==> config.mk <==
export PLATFORM = sky130hd
export DESIGN_NAME = tone_pattern_sequencer_top_flat
export DESIGN_NICKNAME = d
export VERILOG_FILES = /design/src/hdl/tps_pkg.sv /design/src/hdl/tps_if.sv /design/src/hdl/tps_cfg.sv /design/src/hdl/tps_core.sv /design/src/hdl/tone_pattern_sequencer_top.sv /design/src/flat_wrapper.sv
export SDC_FILE = /design/constraint.sdc
export NUM_CORES = 1
export LEC_CHECK = 0
export BUFFER_PORTS_ARGS = -buffer_cell sky130_fd_sc_hd__buf_2
export CORE_ASPECT_RATIO = 0.5
export CORE_MARGIN = 2
export CORE_UTILIZATION = 60
export CTS_CLUSTER_DIAMETER = 40
export DETAILED_ROUTE_END_ITERATION = 12
export GPL_TIMING_DRIVEN = 0
export PLACE_DENSITY_LB_ADDON = 0.3
export SLEW_MARGIN = 20
export SYNTH_ARGS = -nofsm -noshare
export SYNTH_HDL_FRONTEND = slang
export SYNTH_SLANG_ARGS = --single-unit
==> constraint.sdc <==
create_clock -name clk -period 7.5 [get_ports clk]
set_clock_uncertainty 0.15 [all_clocks]
set_input_delay 0.375 -clock clk [delete_from_list [all_inputs] [get_ports clk]]
set_output_delay 0.375 -clock clk [all_outputs]
set_load 0.05 [all_outputs]
==> src/hdl/tps_pkg.sv <==
// Shared types, constants and the pattern ROM of the tone pattern sequencer.
package tps_pkg;

	localparam int TPS_TIME_BITS         = 32;
	localparam int TPS_MAX_PATTERN_STEPS = 16;
	localparam int NUM_PATTERNS          = 12;
	localparam int HALF_DUTY             = 512;

	localparam int NOW_W  = 32;
	localparam int PREQ_W = 4;
	localparam int FREQ_W = 12;
	localparam int DUTY_W = 10;
	localparam int DUR_W  = 9;
	localparam int VOL_W  = 2;
	localparam int IDX_W  = 6;

	localparam int PADDR_W = 3;
	localparam int PDATA_W = 32;

	localparam logic REG_ENABLE = 1'b0;
	localparam logic REG_VOLUME = 1'b1;

	localparam logic [VOL_W-1:0] VOL_LOW  = 2'd0;
	localparam logic [VOL_W-1:0] VOL_MED  = 2'd1;
	localparam logic [VOL_W-1:0] VOL_HIGH = 2'd2;

	localparam logic [PREQ_W-1:0] PAT_NONE      = 4'd0;
	localparam logic [PREQ_W-1:0] TICK_PATTERN  = 4'd1;
	localparam logic [PREQ_W-1:0] CLICK_PATTERN = 4'd2;

	localparam logic [DUTY_W-1:0] DUTY_LOW  = DUTY_W'(HALF_DUTY * 20 / 100);
	localparam logic [DUTY_W-1:0] DUTY_MED  = DUTY_W'(HALF_DUTY * 50 / 100);
	localparam logic [DUTY_W-1:0] DUTY_HIGH = DUTY_W'(HALF_DUTY * 100 / 100);

	typedef struct packed {
		logic [FREQ_W-1:0] freq;
		logic [DUR_W-1:0]  dur;
	} tps_step_t;

	typedef struct packed {
		logic             enable;
		logic [VOL_W-1:0] volume;
	} tps_cfg_t;

	function automatic logic [DUTY_W-1:0] tps_duty(input logic [VOL_W-1:0] vol);
		logic [DUTY_W-1:0] d;
		case (vol)
			VOL_LOW: d = DUTY_LOW;
			VOL_MED: d = DUTY_MED;
			default: d = DUTY_HIGH;
		endcase
		return d;
	endfunction

	// A zero duration marks the end of a pattern; unlisted entries read as that.
	function automatic tps_step_t tps_rom(input logic [PREQ_W-1:0] sel,
			input logic [IDX_W-1:0] idx);
		tps_step_t s;
		s = '0;
		case (sel)
			4'd1: begin
				case (idx)
					6'd0: s = '{12'd1500, 9'd8};
					default: s = '0;
				endcase
			end
			4'd2: begin
				case (idx)
					6'd0: s = '{12'd2000, 9'd30};
					default: s = '0;
				endcase
			end
			4'd3: begin
				case (idx)
					6'd0: s = '{12'd2000, 9'd60};
					6'd1: s = '{12'd3000, 9'd80};
					default: s = '0;
				endcase
			end
			4'd4: begin
				case (idx)
					6'd0: s = '{12'd1500, 9'd100};
					default: s = '0;
				endcase
			end
			4'd5: begin
				case (idx)
					6'd0: s = '{12'd2000, 9'd100};
					6'd1: s = '{12'd1500, 9'd100};
					6'd2: s = '{12'd1000, 9'd100};
					default: s = '0;
				endcase
			end
			4'd6: begin
				case (idx)
					6'd0, 6'd2, 6'd4: s = '{12'd1000, 9'd100};
					6'd1, 6'd3, 6'd5: s = '{12'd2000, 9'd100};
					default: s = '0;
				endcase
			end
			4'd7: begin
				case (idx)
					6'd0, 6'd2: s = '{12'd2000, 9'd40};
					6'd1: s = '{12'd0, 9'd60};
					default: s = '0;
				endcase
			end
			4'd8: begin
				case (idx)
					6'd0, 6'd2, 6'd4: s = '{12'd2000, 9'd40};
					6'd1, 6'd3: s = '{12'd0, 9'd50};
					default: s = '0;
				endcase
			end
			4'd9: begin
				case (idx)
					6'd0: s = '{12'd3000, 9'd10};
					default: s = '0;
				endcase
			end
			4'd10: begin
				case (idx)
					6'd0: s = '{12'd523, 9'd120};
					6'd1, 6'd3, 6'd5: s = '{12'd0, 9'd40};
					6'd2: s = '{12'd659, 9'd120};
					6'd4: s = '{12'd784, 9'd120};
					6'd6: s = '{12'd1047, 9'd150};
					6'd7: s = '{12'd0, 9'd50};
					6'd8: s = '{12'd1319, 9'd300};
					default: s = '0;
				endcase
			end
			4'd11: begin
				case (idx)
					6'd0: s = '{12'd1175, 9'd100};
					6'd1, 6'd3, 6'd7: s = '{12'd0, 9'd30};
					6'd2: s = '{12'd880, 9'd100};
					6'd4: s = '{12'd698, 9'd120};
					6'd5: s = '{12'd0, 9'd80};
					6'd6: s = '{12'd587, 9'd100};
					6'd8: s = '{12'd880, 9'd200};
					default: s = '0;
				endcase
			end
			4'd12: begin
				case (idx)
					6'd0: s = '{12'd1319, 9'd120};
					6'd1, 6'd3, 6'd5, 6'd7: s = '{12'd0, 9'd40};
					6'd2: s = '{12'd1047, 9'd120};
					6'd4: s = '{12'd784, 9'd120};
					6'd6: s = '{12'd659, 9'd120};
					6'd8: s = '{12'd523, 9'd300};
					default: s = '0;
				endcase
			end
			default: s = '0;
		endcase
		return s;
	endfunction

endpackage

==> src/hdl/tps_if.sv <==
// Valid/ready channel interfaces for the update and result streams.
interface tps_in_if;
	logic                        valid;
	logic                        ready;
	logic [tps_pkg::NOW_W-1:0]   now_ms;
	logic                        tick_request;
	logic                        click_request;
	logic [tps_pkg::PREQ_W-1:0]  pattern_request;

	modport source (output valid, now_ms, tick_request, click_request, pattern_request,
		input ready);
	modport sink (input valid, now_ms, tick_request, click_request, pattern_request,
		output ready);
endinterface

interface tps_out_if;
	logic                        valid;
	logic                        ready;
	logic [tps_pkg::FREQ_W-1:0]  tone_freq;
	logic [tps_pkg::DUTY_W-1:0]  tone_duty;
	logic                        busy_res;

	modport source (output valid, tone_freq, tone_duty, busy_res, input ready);
	modport sink (input valid, tone_freq, tone_duty, busy_res, output ready);
endinterface

==> src/hdl/tps_cfg.sv <==
// APB register file holding the enable and volume settings.
module tps_cfg (
	input  logic                         clk,
	input  logic                         arst_n,
	input  logic                         psel,
	input  logic                         penable,
	input  logic                         pwrite,
	input  logic [tps_pkg::PADDR_W-1:0]  paddr,
	input  logic [tps_pkg::PDATA_W-1:0]  pwdata,
	output logic [tps_pkg::PDATA_W-1:0]  prdata,
	output logic                         pready,
	output tps_pkg::tps_cfg_t            cfg
);
	import tps_pkg::*;

	logic             enable_q;
	logic [VOL_W-1:0] volume_q;
	logic             reg_sel;
	logic             wr_en;

	assign pready  = 1'b1;
	assign reg_sel = paddr[2];
	assign wr_en   = psel && penable && pwrite && pready;

	always_ff @(posedge clk or negedge arst_n) begin
		if (!arst_n) begin
			enable_q <= 1'b1;
			volume_q <= VOL_HIGH;
		end else if (wr_en) begin
			case (reg_sel)
				REG_ENABLE: enable_q <= pwdata[0];
				REG_VOLUME: begin
					// Codes above high volume saturate.
					if (pwdata[VOL_W-1:0] > VOL_HIGH) begin
						volume_q <= VOL_HIGH;
					end else begin
						volume_q <= pwdata[VOL_W-1:0];
					end
				end
				default: ;
			endcase
		end
	end

	always_comb begin
		case (reg_sel)
			REG_ENABLE: prdata = {{(PDATA_W-1){1'b0}}, enable_q};
			REG_VOLUME: prdata = {{(PDATA_W-VOL_W){1'b0}}, volume_q};
			default:    prdata = '0;
		endcase
	end

	assign cfg.enable = enable_q;
	assign cfg.volume = volume_q;

endmodule

==> src/hdl/tps_core.sv <==
// Input register, step sequencing logic and result register of the sequencer.
module tps_core #(
	parameter int TIME_BITS         = tps_pkg::TPS_TIME_BITS,
	parameter int MAX_PATTERN_STEPS = tps_pkg::TPS_MAX_PATTERN_STEPS
) (
	input  logic              clk,
	input  logic              arst_n,
	input  tps_pkg::tps_cfg_t cfg,
	tps_in_if.sink            cmd,
	tps_out_if.source         tone
);
	import tps_pkg::*;

	localparam int SW = (MAX_PATTERN_STEPS > 1) ? $clog2(MAX_PATTERN_STEPS) : 1;

	// Input stage
	logic              v_s1;
	logic [NOW_W-1:0]  now_s1;
	logic              tick_s1;
	logic              click_s1;
	logic [PREQ_W-1:0] preq_s1;

	// Sequencer state; freq, duty and active also form the result payload.
	logic                 out_valid_q;
	logic                 active_q;
	logic [PREQ_W-1:0]    sel_q;
	logic [SW-1:0]        step_q;
	logic [TIME_BITS-1:0] start_q;
	logic [FREQ_W-1:0]    freq_q;
	logic [DUTY_W-1:0]    duty_q;

	logic                 adv;
	logic [TIME_BITS-1:0] now_t;
	logic [TIME_BITS-1:0] elapsed;
	logic [SW-1:0]        step_inc;
	tps_step_t            cur;
	tps_step_t            nxt;
	tps_step_t            first;
	logic                 req_ok;
	logic                 go;
	logic [PREQ_W-1:0]    begin_sel;

	logic                 active_n;
	logic [PREQ_W-1:0]    sel_n;
	logic [SW-1:0]        step_n;
	logic [TIME_BITS-1:0] start_n;
	logic [FREQ_W-1:0]    freq_n;
	logic [DUTY_W-1:0]    duty_n;

	function automatic tps_step_t rom_at(input logic [PREQ_W-1:0] sel,
			input logic [SW-1:0] idx);
		tps_step_t s;
		s = '0;
		if ({1'b0, idx} < (SW+1)'(MAX_PATTERN_STEPS)) begin
			s = tps_rom(sel, IDX_W'(idx));
		end
		return s;
	endfunction

	assign adv       = v_s1 && (!out_valid_q || tone.ready);
	assign cmd.ready = !v_s1 || adv;

	always_ff @(posedge clk or negedge arst_n) begin
		if (!arst_n) begin
			v_s1 <= 1'b0;
		end else if (cmd.ready) begin
			v_s1 <= cmd.valid;
		end
	end

	always_ff @(posedge clk) begin
		if (cmd.valid && cmd.ready) begin
			now_s1   <= cmd.now_ms;
			tick_s1  <= cmd.tick_request;
			click_s1 <= cmd.click_request;
			preq_s1  <= cmd.pattern_request;
		end
	end

	always_comb begin
		now_t    = TIME_BITS'(now_s1);
		elapsed  = now_t - start_q;
		step_inc = step_q + 1'b1;
		cur      = rom_at(sel_q, step_q);
		nxt      = rom_at(sel_q, step_inc);

		active_n = active_q;
		sel_n    = sel_q;
		step_n   = step_q;
		start_n  = start_q;
		freq_n   = freq_q;
		duty_n   = duty_q;

		// The running step moves on by at most one step per update.
		if (active_q && (elapsed >= TIME_BITS'(cur.dur))) begin
			step_n = step_inc;
			if (nxt.dur == '0) begin
				active_n = 1'b0;
				sel_n    = PAT_NONE;
				step_n   = '0;
				freq_n   = '0;
				duty_n   = '0;
			end else begin
				start_n = now_t;
				freq_n  = nxt.freq;
				duty_n  = (nxt.freq != '0) ? tps_duty(cfg.volume) : '0;
			end
		end

		// A pattern request overrides a tick or click taken in the same transaction.
		req_ok = cfg.enable && (preq_s1 != PAT_NONE) && (preq_s1 <= PREQ_W'(NUM_PATTERNS));
		go     = 1'b1;
		if (req_ok) begin
			begin_sel = preq_s1;
		end else if (tick_s1 && cfg.enable && !active_n) begin
			begin_sel = TICK_PATTERN;
		end else if (click_s1 && cfg.enable && !active_n) begin
			begin_sel = CLICK_PATTERN;
		end else begin
			begin_sel = PAT_NONE;
			go        = 1'b0;
		end
		first = rom_at(begin_sel, '0);

		if (go) begin
			sel_n    = begin_sel;
			step_n   = '0;
			start_n  = now_t;
			active_n = 1'b1;
			if (first.dur != '0) begin
				freq_n = first.freq;
				duty_n = (first.freq != '0) ? tps_duty(cfg.volume) : '0;
			end else begin
				active_n = 1'b0;
				sel_n    = PAT_NONE;
				freq_n   = '0;
				duty_n   = '0;
			end
		end
	end

	always_ff @(posedge clk or negedge arst_n) begin
		if (!arst_n) begin
			out_valid_q <= 1'b0;
			active_q    <= 1'b0;
			sel_q       <= PAT_NONE;
			step_q      <= '0;
			start_q     <= '0;
			freq_q      <= '0;
			duty_q      <= '0;
		end else begin
			if (adv) begin
				out_valid_q <= 1'b1;
				active_q    <= active_n;
				sel_q       <= sel_n;
				step_q      <= step_n;
				start_q     <= start_n;
				freq_q      <= freq_n;
				duty_q      <= duty_n;
			end else if (tone.ready) begin
				out_valid_q <= 1'b0;
			end
		end
	end

	assign tone.valid     = out_valid_q;
	assign tone.tone_freq = freq_q;
	assign tone.tone_duty = duty_q;
	assign tone.busy_res  = active_q;

	a_sel_range: assert property (@(posedge clk) disable iff (!arst_n)
		active_q |-> (sel_q != PAT_NONE) && (sel_q <= PREQ_W'(NUM_PATTERNS)))
		else $error("playing with no valid pattern selected");

	a_idle_silent: assert property (@(posedge clk) disable iff (!arst_n)
		!active_q |-> (freq_q == '0) && (duty_q == '0) && (sel_q == PAT_NONE))
		else $error("idle sequencer drives a tone");

	a_gap_silent: assert property (@(posedge clk) disable iff (!arst_n)
		(freq_q == '0) |-> (duty_q == '0))
		else $error("nonzero duty during a silent step");

	a_hold_state: assert property (@(posedge clk) disable iff (!arst_n)
		(out_valid_q && !tone.ready) |=> $stable(step_q) && $stable(start_q)
			&& $stable(active_q))
		else $error("state moved while a result was waiting");

endmodule

==> src/hdl/tone_pattern_sequencer_top.sv <==
// Top level of the tone pattern sequencer: register port and sequencing core.
// Each update transaction carries the millisecond time and the tick, click and
// pattern requests and yields exactly one result: the current frequency, the
// PWM duty and a busy flag. An update passes through one input register and
// one result register and waits in the input register while a result is
// still untaken; a new update is taken in every cycle while results are
// drained; the step ROM lookup, the elapsed-time subtraction and its compare
// all sit between those two registers. Enable and volume are written through
// the APB port at byte addresses 0 and 4; the user must write them only while
// no update is in flight, which the block itself does not enforce; a volume
// change takes effect when the next step begins.
module tone_pattern_sequencer_top #(
	parameter int TIME_BITS         = tps_pkg::TPS_TIME_BITS,
	parameter int MAX_PATTERN_STEPS = tps_pkg::TPS_MAX_PATTERN_STEPS
) (
	input  logic                         clk,
	input  logic                         arst_n,
	input  logic                         psel,
	input  logic                         penable,
	input  logic                         pwrite,
	input  logic [tps_pkg::PADDR_W-1:0]  paddr,
	input  logic [tps_pkg::PDATA_W-1:0]  pwdata,
	output logic [tps_pkg::PDATA_W-1:0]  prdata,
	output logic                         pready,
	tps_in_if.sink                       cmd,
	tps_out_if.source                    tone
);
	import tps_pkg::*;

	tps_cfg_t cfg;

	tps_cfg u_cfg (
		.clk     (clk),
		.arst_n  (arst_n),
		.psel    (psel),
		.penable (penable),
		.pwrite  (pwrite),
		.paddr   (paddr),
		.pwdata  (pwdata),
		.prdata  (prdata),
		.pready  (pready),
		.cfg     (cfg)
	);

	tps_core #(
		.TIME_BITS         (TIME_BITS),
		.MAX_PATTERN_STEPS (MAX_PATTERN_STEPS)
	) u_core (
		.clk    (clk),
		.arst_n (arst_n),
		.cfg    (cfg),
		.cmd    (cmd),
		.tone   (tone)
	);

endmodule
==> src/flat_wrapper.sv <==
// flat-port wrapper written by rule: the top's interface ports become plain ports
module tone_pattern_sequencer_top_flat import tps_pkg::*;
#(
	parameter int TIME_BITS         = tps_pkg::TPS_TIME_BITS,
	parameter int MAX_PATTERN_STEPS = tps_pkg::TPS_MAX_PATTERN_STEPS
)
  (clk, arst_n, psel, penable, pwrite, paddr, pwdata, prdata, pready, cmd_valid, cmd_now_ms, cmd_tick_request, cmd_click_request, cmd_pattern_request, cmd_ready, tone_valid, tone_tone_freq, tone_tone_duty, tone_busy_res, tone_ready);
  tps_in_if cmd_i ();
  tps_out_if tone_i ();
  input  logic clk;
  input  logic arst_n;
  input  logic psel;
  input  logic penable;
  input  logic pwrite;
  input  logic [tps_pkg::PADDR_W-1:0] paddr;
  input  logic [tps_pkg::PDATA_W-1:0] pwdata;
  output logic [tps_pkg::PDATA_W-1:0] prdata;
  output logic pready;
  input wire logic [$bits(cmd_i.valid)-1:0] cmd_valid;
  input wire logic [$bits(cmd_i.now_ms)-1:0] cmd_now_ms;
  input wire logic [$bits(cmd_i.tick_request)-1:0] cmd_tick_request;
  input wire logic [$bits(cmd_i.click_request)-1:0] cmd_click_request;
  input wire logic [$bits(cmd_i.pattern_request)-1:0] cmd_pattern_request;
  output wire logic [$bits(cmd_i.ready)-1:0] cmd_ready;
  output wire logic [$bits(tone_i.valid)-1:0] tone_valid;
  output wire logic [$bits(tone_i.tone_freq)-1:0] tone_tone_freq;
  output wire logic [$bits(tone_i.tone_duty)-1:0] tone_tone_duty;
  output wire logic [$bits(tone_i.busy_res)-1:0] tone_busy_res;
  input wire logic [$bits(tone_i.ready)-1:0] tone_ready;
  assign cmd_i.valid = cmd_valid;
  assign cmd_i.now_ms = cmd_now_ms;
  assign cmd_i.tick_request = cmd_tick_request;
  assign cmd_i.click_request = cmd_click_request;
  assign cmd_i.pattern_request = cmd_pattern_request;
  assign cmd_ready = cmd_i.ready;
  assign tone_valid = tone_i.valid;
  assign tone_tone_freq = tone_i.tone_freq;
  assign tone_tone_duty = tone_i.tone_duty;
  assign tone_busy_res = tone_i.busy_res;
  assign tone_i.ready = tone_ready;
  tone_pattern_sequencer_top #(.TIME_BITS(TIME_BITS), .MAX_PATTERN_STEPS(MAX_PATTERN_STEPS)) u_core (.clk(clk), .arst_n(arst_n), .psel(psel), .penable(penable), .pwrite(pwrite), .paddr(paddr), .pwdata(pwdata), .prdata(prdata), .pready(pready), .cmd(cmd_i), .tone(tone_i));
endmodule
==> results of run 1 <==
[cells in the final DEF, fill, tap and decap left out, drive strengths merged, types with 18 or more instances in the layout]
cell and instances:
clkbuf 45, nand3 24, nand4 18, a21oi 82, mux2 36, o21ai 65, nor3 19, conb 35
edfxtp 38, buf 122, ha 46, xnor2 21, inv 51, nor2 69, nand2 88, dfrtp 59
[per-layer routing]
layer / vias up / share of wire / global-route usage
met5: - / 0.00057 / 0
met1: 3535 / 0.43 / 0.4027
met2: 390 / 0.46 / 0.4789
li1: 3493 / - / -
met4: 2 / 0.019 / 0.08307
met3: 44 / 0.087 / 0.05084
[cells in the mapped netlist (8+ instances only)]
| cell | instances |
|---|---|
| o211ai_1 | 12 |
| a31oi_1 | 14 |
| o22ai_1 | 12 |
| nor2b_1 | 9 |
| nand3_1 | 24 |
| buf_2 | 10 |
| and3_1 | 8 |
| ha_1 | 46 |
| clkbuf_1 | 36 |
| nor2_1 | 69 |
| a21oi_1 | 77 |
| nand2b_1 | 15 |
| dfrtp_1 | 59 |
| o21a_1 | 14 |
| a211oi_1 | 9 |
| xnor2_1 | 21 |
| nor3_1 | 18 |
| buf_4 | 38 |
| nand2_1 | 88 |
| nand4_1 | 18 |
| inv_1 | 47 |
| o21ai_0 | 58 |
| edfxtp_1 | 38 |
| mux2_4 | 30 |
[sequential cells by signal, summed over array words and instances, names as in the netlist]
register and cells:
u_core.u_core.start_q 32, u_core.u_core.step_q 4, u_core.u_core.now_s1 32, u_core.u_core.tone.tone_freq 12, u_core.u_core.preq_s1 4, u_core.u_core.tone.valid 1
u_core.u_cfg.volume_q 2, u_core.u_core.v_s1 1, u_core.u_core.sel_q 4, u_core.u_cfg.enable_q 1, u_core.u_core.tick_s1 1, u_core.u_core.tone.tone_duty 3
u_core.u_core.click_s1 1, u_core.u_core.tone.busy_res 1
[cell type report]
cell class                      instances  area, um^2  area share
Timing Repair Buffer                   72       390.4     0.04352
Multi-Input combinational cell        714        4741      0.5285
Inverter                               47       176.4     0.01967
Buffer                                 87       504.2     0.05621
Tap cell                              170       212.7     0.02371
Sequential cell                        99        2670      0.2977
Clock buffer                            9       225.2     0.02511
Clock inverter                          7       50.05    0.005580
[worst max-delay path, stage by stage (launching register included)]
cell and delay, ns:
dfrtp_1 0.47, inv_1 0.26, ha_1 0.30, clkbuf_1 0.45, o21ai_0 0.17, a211oi_1 0.27
a21oi_1 0.06, nor3b_1 0.37, nor3_1 0.15, ha_1 0.32, a211oi_1 0.25, nor2_1 0.08
nor2_1 0.12, o2111ai_1 0.10, or4_1 0.48, nor4_1 0.27, nand4_1 0.22, or3_4 0.48
o31ai_4 0.39, a31oi_4 0.14, buf_6 0.25, mux2_4 0.31
[per-stage QoR]
stage               total power [mW]  std cells  worst slack (ns)  hold WS, ns
floorplan                      2.692        947             2.456     -0.07059
global placement               3.173       1187             1.478       0.3236
detailed placement             3.233       1188             1.350       0.3320
CTS                            3.694       1205             1.340      0.04773
global route                   3.999       1205            0.9178      0.03986
finish                         3.735       1205             1.313      0.05120
[final timing paths]
check | start | to | slack (ns) | depth (start not counted)
min | cmd_now_ms[12] | u_core.u_core.now_s1[12] | 0.05 | 1
max | u_core.u_core.step_q[1] | u_core.u_core.start_q[11] | 1.31 | 21
min in group asynchronous | arst_n | u_core.u_core.start_q[11] | 0.50 | 2
max in group asynchronous | arst_n | u_core.u_core.sel_q[1] | 6.16 | 2
min reg2reg | u_core.u_core.tone.tone_freq[0] | u_core.u_core.tone.tone_freq[0] | 0.35 | 1
max reg2reg | u_core.u_core.step_q[1] | u_core.u_core.start_q[11] | 1.31 | 21
[power by group through the flow]
| stage | clock network, mW | logic, mW | registers [mW] |
|---|---|---|---|
| detailed placement | 0 | 2.39 | 0.846 |
| CTS | 0.449 | 2.41 | 0.836 |
| global placement | 0 | 2.34 | 0.832 |
| global route | 0.467 | 2.67 | 0.858 |
| finish | 0.446 | 2.45 | 0.838 |
| floorplan | 0 | 1.73 | 0.957 |
[logic make-up after synthesis]
logic type,Yosys count,synth area share
buffers and inverters,134,0.08544
AND/OR/NAND/NOR,286,0.1750
other,2,0.0009427
multiplexers,39,0.06879
AO/OA/AOI/OAI,279,0.2292
flip-flops,99,0.3352
XOR/XNOR,28,0.03078
adder cells (fa/ha/maj),47,0.07476
==> results_dict.tcl, run 1 <==
set metrics [dict create \
    status "finished, final reports clean" \
    crit_arrival_ns 6.27 \
    synth-main-ff-cell "dfrtp_1" \
    synthCells 914 \
    power_per_cell_area_nw_per_um2 416.4 \
    clk_pin_slew_ns 0.07 \
    rows 29 \
    synth.top_cell.area_share 0.1853 \
    synth_seq_area_share 0.3352 \
    fin_crit_sh 0.8250 \
    area_growth_pct 12.60 \
    clkSinkCount 99 \
    setup_viol 0 \
    detail_route.iter0.violations 730 \
    cts_root_buf "clkbuf_16" \
    ys_ff_latch 99 \
    synth_top_area_cell "dfrtp_1" \
    final_nets 1157 \
    netlist_top_cells_area "dfrtp_1, edfxtp_1, ha_1" \
    endpoint_kind "flop" \
    ctsHoldBuffers 1 \
    clkPwrFrac 0.119 \
    crit_required_ns 7.58 \
    io_buffers 70 \
    grt_pass1_wl_mm 33.77 \
    fin_crit_ns 6.187 \
    crit_type "reg2reg" \
    max-vdd-ir-drop_mv 0.2635 \
    synth_area_per_cell_um2 8.716 \
    core_area_um2 12810 \
    cts_buffer_depth 2 \
    tightestPinTransition_ns 1.125 \
    fmax_ghz 0.1616 \
    synth_cell_type_count 77 \
    final_antenna_net_count 0 \
    antenna_found_initial 1 \
    placed_area_um2 8685 \
    hpwl_mm 15.98 \
    p_leak_nw 3.876 \
    finish.utilization 0.7003 \
    grtUsageTotal 0.2919 \
    num-fill-cells 1050 \
    grt_pass1_vias 6896 \
    clock_latency_ns 0.34 \
    final-max-slew-violation-count 0 \
    gp_congestion 0.9187 \
    firstDrtPassIters 5 \
    cts_resized 0 \
    maxSlewHeadroom 0.2396 \
    drc 0 \
    layout-drive-gt1-share 0.1884 \
    htreeDepth 3 \
    cts_tree "yes" \
    start_util 0.6220 \
    grt_max_degree 62 \
    route.detailed.wl_per_inst_um 17.42 \
    vias 7464 \
    rsz0062_at_grt "no" \
    cp_max_fo 10 \
    vias_per_cell 6.194 \
    die_w_um 167.0 \
    grt_remaining_overflow 0 \
    comb_power_share 0.656 \
    fin_setup_tns_ns 0 \
    netSwitchingPower_mw 1.843 \
    p_sw_frac 0.4934 \
    synth_edf_count 38 \
    diodes 0 \
    hold_path.class "in2reg" \
    ios 138 \
    cts_setup_buffers 0 \
    cts_made_buffers 9 \
    seqPwrFrac 0.224 \
    fin_area_um2 8970 \
    async_flop_share 0.6162 \
    die_h_um 85.48 \
    ys_warn_count 0 \
    maxCapViolations 0 \
    die_area_um2 14270 \
    synth_area_um2 7966 \
    power.internal_mw 1.892 \
    cp-start-kind "flop" \
    hold_violations 0 \
    totalWireLength_mm 20.99 \
]
No activity file was read; power rests on OpenSTA's default activity.
==> inputs of run 2 (changes only) <==
CORE_UTILIZATION = 58   (was 60)
clock period = 6.2 ns   (was 7.5 ns; I/O delays follow)
==> results_dict.tcl, run 2 (same netlist as run 1, synthesis figures left out) <==
set metrics [dict create \
    status "finished, final reports clean" \
    setup_viol 0 \
    multi_input_area_um2 4771 \
    io_buffers 70 \
    die_w_um 169.7 \
    cts_setup_buffers 0 \
    top_layer_used "met4" \
    reg2reg_depth 20 \
    grt_remaining_overflow 0 \
    antenna_found_initial 0 \
    hold_path.class "in2reg" \
    rr_startpoint "u_core.u_core.step_q[1]" \
    area_growth_pct 18.03 \
    die_area_um2 14750 \
    regArea_um2 2670 \
    grt_max_degree 46 \
    crit_type "reg2reg" \
    grt_pass1_vias 7084 \
    grtUsageTotal 0.2955 \
    route.detailed.wl_per_inst_um 17.17 \
    totalWireLength_mm 21.39 \
    core_area_um2 13480 \
    most-common-layout-cells "nand2_1, buf_2, a21oi_1" \
    clkPwrFrac 0.120 \
    detail_route.iter0.violations 767 \
    vias 7510 \
    firstDrtPassIters 7 \
    num-fill-cells 1094 \
    maxSlewHeadroom 0.3554 \
    gp_congestion 0.9529 \
    final-max-slew-violation-count 0 \
    layout-drive-gt1-share 0.1925 \
    worst_hold_startpoint "cmd_pattern_request[1]" \
    netSwitchingPower_mw 2.246 \
    p_sw_frac 0.4923 \
    crit_required_ns 6.27 \
    dp_cells 1195 \
    drt-met1-wl_mm 9.502 \
    hold_ws_ns 0.006762 \
    cp-start-kind "flop" \
    power_per_cell_area_nw_per_um2 485.1 \
    p_leak_nw 4.059 \
    clk_pin_slew_ns 0.08 \
    die_h_um 86.87 \
    final_nets 1193 \
    clock_latency_ns 0.35 \
    comb_power_share 0.658 \
    seqPwrFrac 0.221 \
    fin_crit_sh 0.9745 \
    fin_cells 1246 \
    start_util 0.5912 \
    cts_root_buf "clkbuf_16" \
    crit_arrival_ns 6.12 \
    tightestPinTransition_ns 0.9643 \
    fin_setup_tns_ns 0 \
    timing.rr.end "u_core.u_core.start_q[3]" \
    holdPathEnd "u_core.u_core.preq_s1[1]" \
    rsz0062_at_grt "no" \
    maxCapViolations 0 \
    htreeDepth 3 \
    ios 138 \
    endpoint_kind "flop" \
    fin_crit_ns 6.042 \
    clkSinkCount 99 \
    hold_depth 1 \
    r2r_slack_ns 0.16 \
    cts_tree "yes" \
    met2_wirelength_mm 9.876 \
    hold_violations 0 \
    fmax_ghz 0.1655 \
    final_antenna_net_count 0 \
    cts_made_buffers 9 \
    cp_max_fo 10 \
    drc 0 \
    rows 30 \
    grt_pass1_wl_mm 34.96 \
    vias_per_cell 6.027 \
    wl_met3_mm 1.687 \
    cts_buffer_depth 2 \
    diodes 0 \
    max-vdd-ir-drop_mv 0.2444 \
    power.internal_mw 2.315 \
    layout_commonest_cell "nand2_1" \
    hpwl_mm 15.76 \
]
run 2: changes by cell type in the layout (fill, tap and decap cells not counted), sizes merged:
| cell | delta |
|---|---|
| dlygate4sd3 | +37 |
| clkinvlp | +1 |
| clkinv | -1 |
| buf | +1 |
| clkbuf | -2 |
| inv | -1 |
run 2: power by group through the flow:
stage	registers, mW	clock network, mW	logic (mW)
CTS	1.01	0.548	2.92
finish	1.01	0.548	3.00
global placement	1.00	0	2.81
floorplan	1.16	0	2.10
detailed placement	1.02	0	2.88
global route	1.03	0.579	3.31
run 2: worst max path at each step:
stage / slack, ns / start / endpoint
2_1_floorplan: 1.16 / u_core.u_core.now_s1[0] / u_core.u_core.start_q[10]
3_3_place_gp: 0.19 / u_core.u_core.step_q[0] / u_core.u_core.tone.tone_freq[11]
3_5_place_dp: 0.06 / u_core.u_core.step_q[1] / u_core.u_core.tone.tone_freq[11]
4_1_cts: 0.02 / u_core.u_core.step_q[1] / u_core.u_core.tone.tone_freq[11]
5_1_grt: 0.02 / u_core.u_core.now_s1[0] / u_core.u_core.start_q[7]
6_report: 0.16 / u_core.u_core.step_q[1] / u_core.u_core.start_q[3]
run 2: area by class of cell:
cell class	count	share of cell area
clock buffers	9	0.02395
repair buffers	110	0.08383
clock inverters	6	0.005323
multi-input cells	714	0.5074
inverters	47	0.01876
well taps	176	0.02342
flip-flops and latches	99	0.2840
plain buffers	85	0.05336
run 2: per-layer routing:
metal,GRT usage,vias to the layer above
met5,0,-
met4,0.07382,0
met3,0.04998,34
met2,0.4894,348
met1,0.4088,3560
li1,-,3568
run 2: worst max-delay path: stages (launching register included):
cell	delay, ns
dfrtp_1	0.50
ha_1	0.20
clkbuf_1	0.35
clkbuf_1	0.48
a211oi_1	0.16
o21ai_0	0.17
o31ai_1	0.09
nor3_1	0.27
ha_1	0.31
a211oi_1	0.26
nor2_1	0.09
nor2_1	0.15
o2111ai_1	0.11
or4_1	0.48
nor4_1	0.35
nand4_1	0.22
or3_4	0.48
o31ai_4	0.37
a31oi_4	0.15
buf_6	0.25
mux2_4	0.31
run 2: stage by stage:
stage                     setup slack (ns)    util  power, mW  instance area, um^2
after floorplan                      1.156       -      3.256                 8090
after global placement              0.1881  0.6427      3.810                 8661
after detailed placement           0.05837  0.6471      3.899                 8720
after CTS                          0.01786  0.6935      4.475                 9345
after global routing               0.01883  0.6978      4.920                 9403
final                               0.1581  0.6978      4.561                 9403
run 2: repair_timing:
| action | 4_1_cts | 5_1_grt |
|---|---|---|
| hold buffers | 35 | 3 |
| endpoints found under the setup margin | 0 | 51 |
| gates resized for setup | 0 | 13 |
| endpoints found under the hold margin | 52 | 3 |
==> inputs of run 3 (changes only) <==
BUFFER_PORTS_ARGS = -buffer_cell sky130_fd_sc_hd__clkbuf_2   (was -buffer_cell sky130_fd_sc_hd__buf_2)
==> results_dict.tcl, run 3 (same netlist as run 1, synthesis figures left out) <==
set metrics [dict create \
    dp_cells 1195 \
    crit_slowest_cell "or3_4" \
    layout_commonest_cell "nand2_1" \
    status "finished, final reports clean" \
    max-vdd-ir-drop_mv 0.2345 \
    clkSinkCount 99 \
    gp_congestion 0.9504 \
    clock_latency_ns 0.36 \
    cts_root_buf "clkbuf_16" \
    cts_tree "yes" \
    most-common-layout-cells "nand2_1, a21oi_1, clkbuf_2" \
    grt_remaining_overflow 0 \
    firstDrtPassIters 5 \
    final_antenna_net_count 0 \
    cts_made_buffers 9 \
    path_buf_inv 5 \
    vias 7463 \
    cp_max_fo 10 \
    grt_max_degree 46 \
    start_util 0.5912 \
    cpPeakStageDelay_ns 0.48 \
    hpwl_mm 15.38 \
    antenna_found_initial 0 \
    drc 0 \
    fin_cells 1248 \
    detail_route.iter0.violations 695 \
    totalWireLength_mm 20.96 \
    multi_input_area_um2 4771 \
    maxSlewHeadroom 0.3739 \
    rsz0062_at_grt "no" \
    power_per_cell_area_nw_per_um2 487.7 \
    path_delay_family "simple AND/OR/NAND/NOR gates" \
    grt_pass1_vias 6810 \
    die_w_um 169.7 \
    cts_setup_buffers 0 \
    io_buffers 70 \
    cp-start-kind "flop" \
    p_leak_nw 4.086 \
    area_growth_pct 18.69 \
    fin_crit_ns 5.901 \
    endpoint_kind "flop" \
    grtUsageTotal 0.2874 \
    crit_type "reg2reg" \
    total_power_mw 4.611 \
    fin_area_um2 9455 \
    hold_violations 0 \
    final_nets 1195 \
    clk_pin_slew_ns 0.08 \
    hold_path.class "in2reg" \
    regArea_um2 2670 \
    final-max-slew-violation-count 0 \
    placed_area_um2 8720 \
    cts_buffer_depth 2 \
    die_h_um 86.87 \
    vias_per_cell 5.980 \
    fin_crit_sh 0.9517 \
    setup_viol 0 \
    diodes 0 \
    ios 138 \
    fmax_ghz 0.1695 \
    fin_setup_tns_ns 0 \
    die_area_um2 14750 \
    core_area_um2 13480 \
    route.detailed.wl_per_inst_um 16.79 \
    maxCapViolations 0 \
    htreeDepth 3 \
    layout-drive-gt1-share 0.1903 \
    crit_required_ns 6.29 \
    crit_arrival_ns 5.99 \
    tightestPinTransition_ns 0.9367 \
    rows 30 \
    num-fill-cells 1099 \
    crit_chain "clkbuf_1, nor2b_2, and3_1, clkbuf_1, clkbuf_1, o21ai_0, o31ai_1, nor3_1, ha_1, a211oi_1, nor2_1, nor2_1, o2111ai_1, or4_1, nor4_1, nand4_1, or3_4, o31a_1, buf_2, clkbuf_1, nand3b_1, nand3_1" \
    grt_pass1_wl_mm 33.78 \
    cpMostUsedCell "clkbuf_1" \
]
run 3: cell type report:
| type | count | share of cell area |
|---|---|---|
| plain buffers | 86 | 0.05333 |
| clock buffers | 10 | 0.02422 |
| clock inverters | 5 | 0.009131 |
| inverters | 47 | 0.01866 |
| multi-input cells | 714 | 0.5046 |
| flip-flops and latches | 99 | 0.2824 |
| well taps | 176 | 0.02329 |
| repair buffers | 111 | 0.08443 |
run 3: power by group:
| group | internal, mW | switching, mW | leakage, nW |
|---|---|---|---|
| Clock | 0.355 | 0.269 | 0.153 |
| Sequential | 0.883 | 0.124 | 1.10 |
| Combinational | 1.16 | 1.82 | 2.83 |
run 3: what timing repair did:
action / in CTS / in global routing
resized for setup: 0 / 11
hold buffers: 38 / 1
endpoints found under the setup margin: 0 / 47
hold endpoints to repair: 53 / 1
run 3: worst paths after layout:
path	startpoint	end	slack, ns	cells past startpoint
max	u_core.u_core.sel_q[3]	u_core.u_core.tone.tone_freq[11]	0.30	22
min	cmd_valid	u_core.u_core.v_s1	0.02	2
max reg2reg	u_core.u_core.sel_q[3]	u_core.u_core.tone.tone_freq[11]	0.30	22
min reg2reg	u_core.u_core.tone.tone_freq[5]	u_core.u_core.tone.tone_freq[5]	0.34	1
max in group asynchronous	arst_n	u_core.u_cfg.volume_q[1]	5.07	3
min in group asynchronous	arst_n	u_core.u_core.start_q[11]	0.25	2
run 3: layer usage:
| layer | global-route usage | part of all wire |
|---|---|---|
| met1 | 0.3992 | 0.46 |
| met2 | 0.4816 | 0.45 |
| met3 | 0.04271 | 0.079 |
| met4 | 0.06605 | 0.019 |
| met5 | 0 | 0 |
run 3: per-stage QoR:
step	hold slack, ns	worst slack (ns)	utilization
floorplan	-0.1356	1.156	-
CTS	0.001460	0.1174	0.6987
global placement	0.3156	0.1865	0.6427
detailed placement	0.08923	0.1578	0.6471
finish	0.01616	0.2992	0.7017
global route	0.01649	0.01145	0.7017
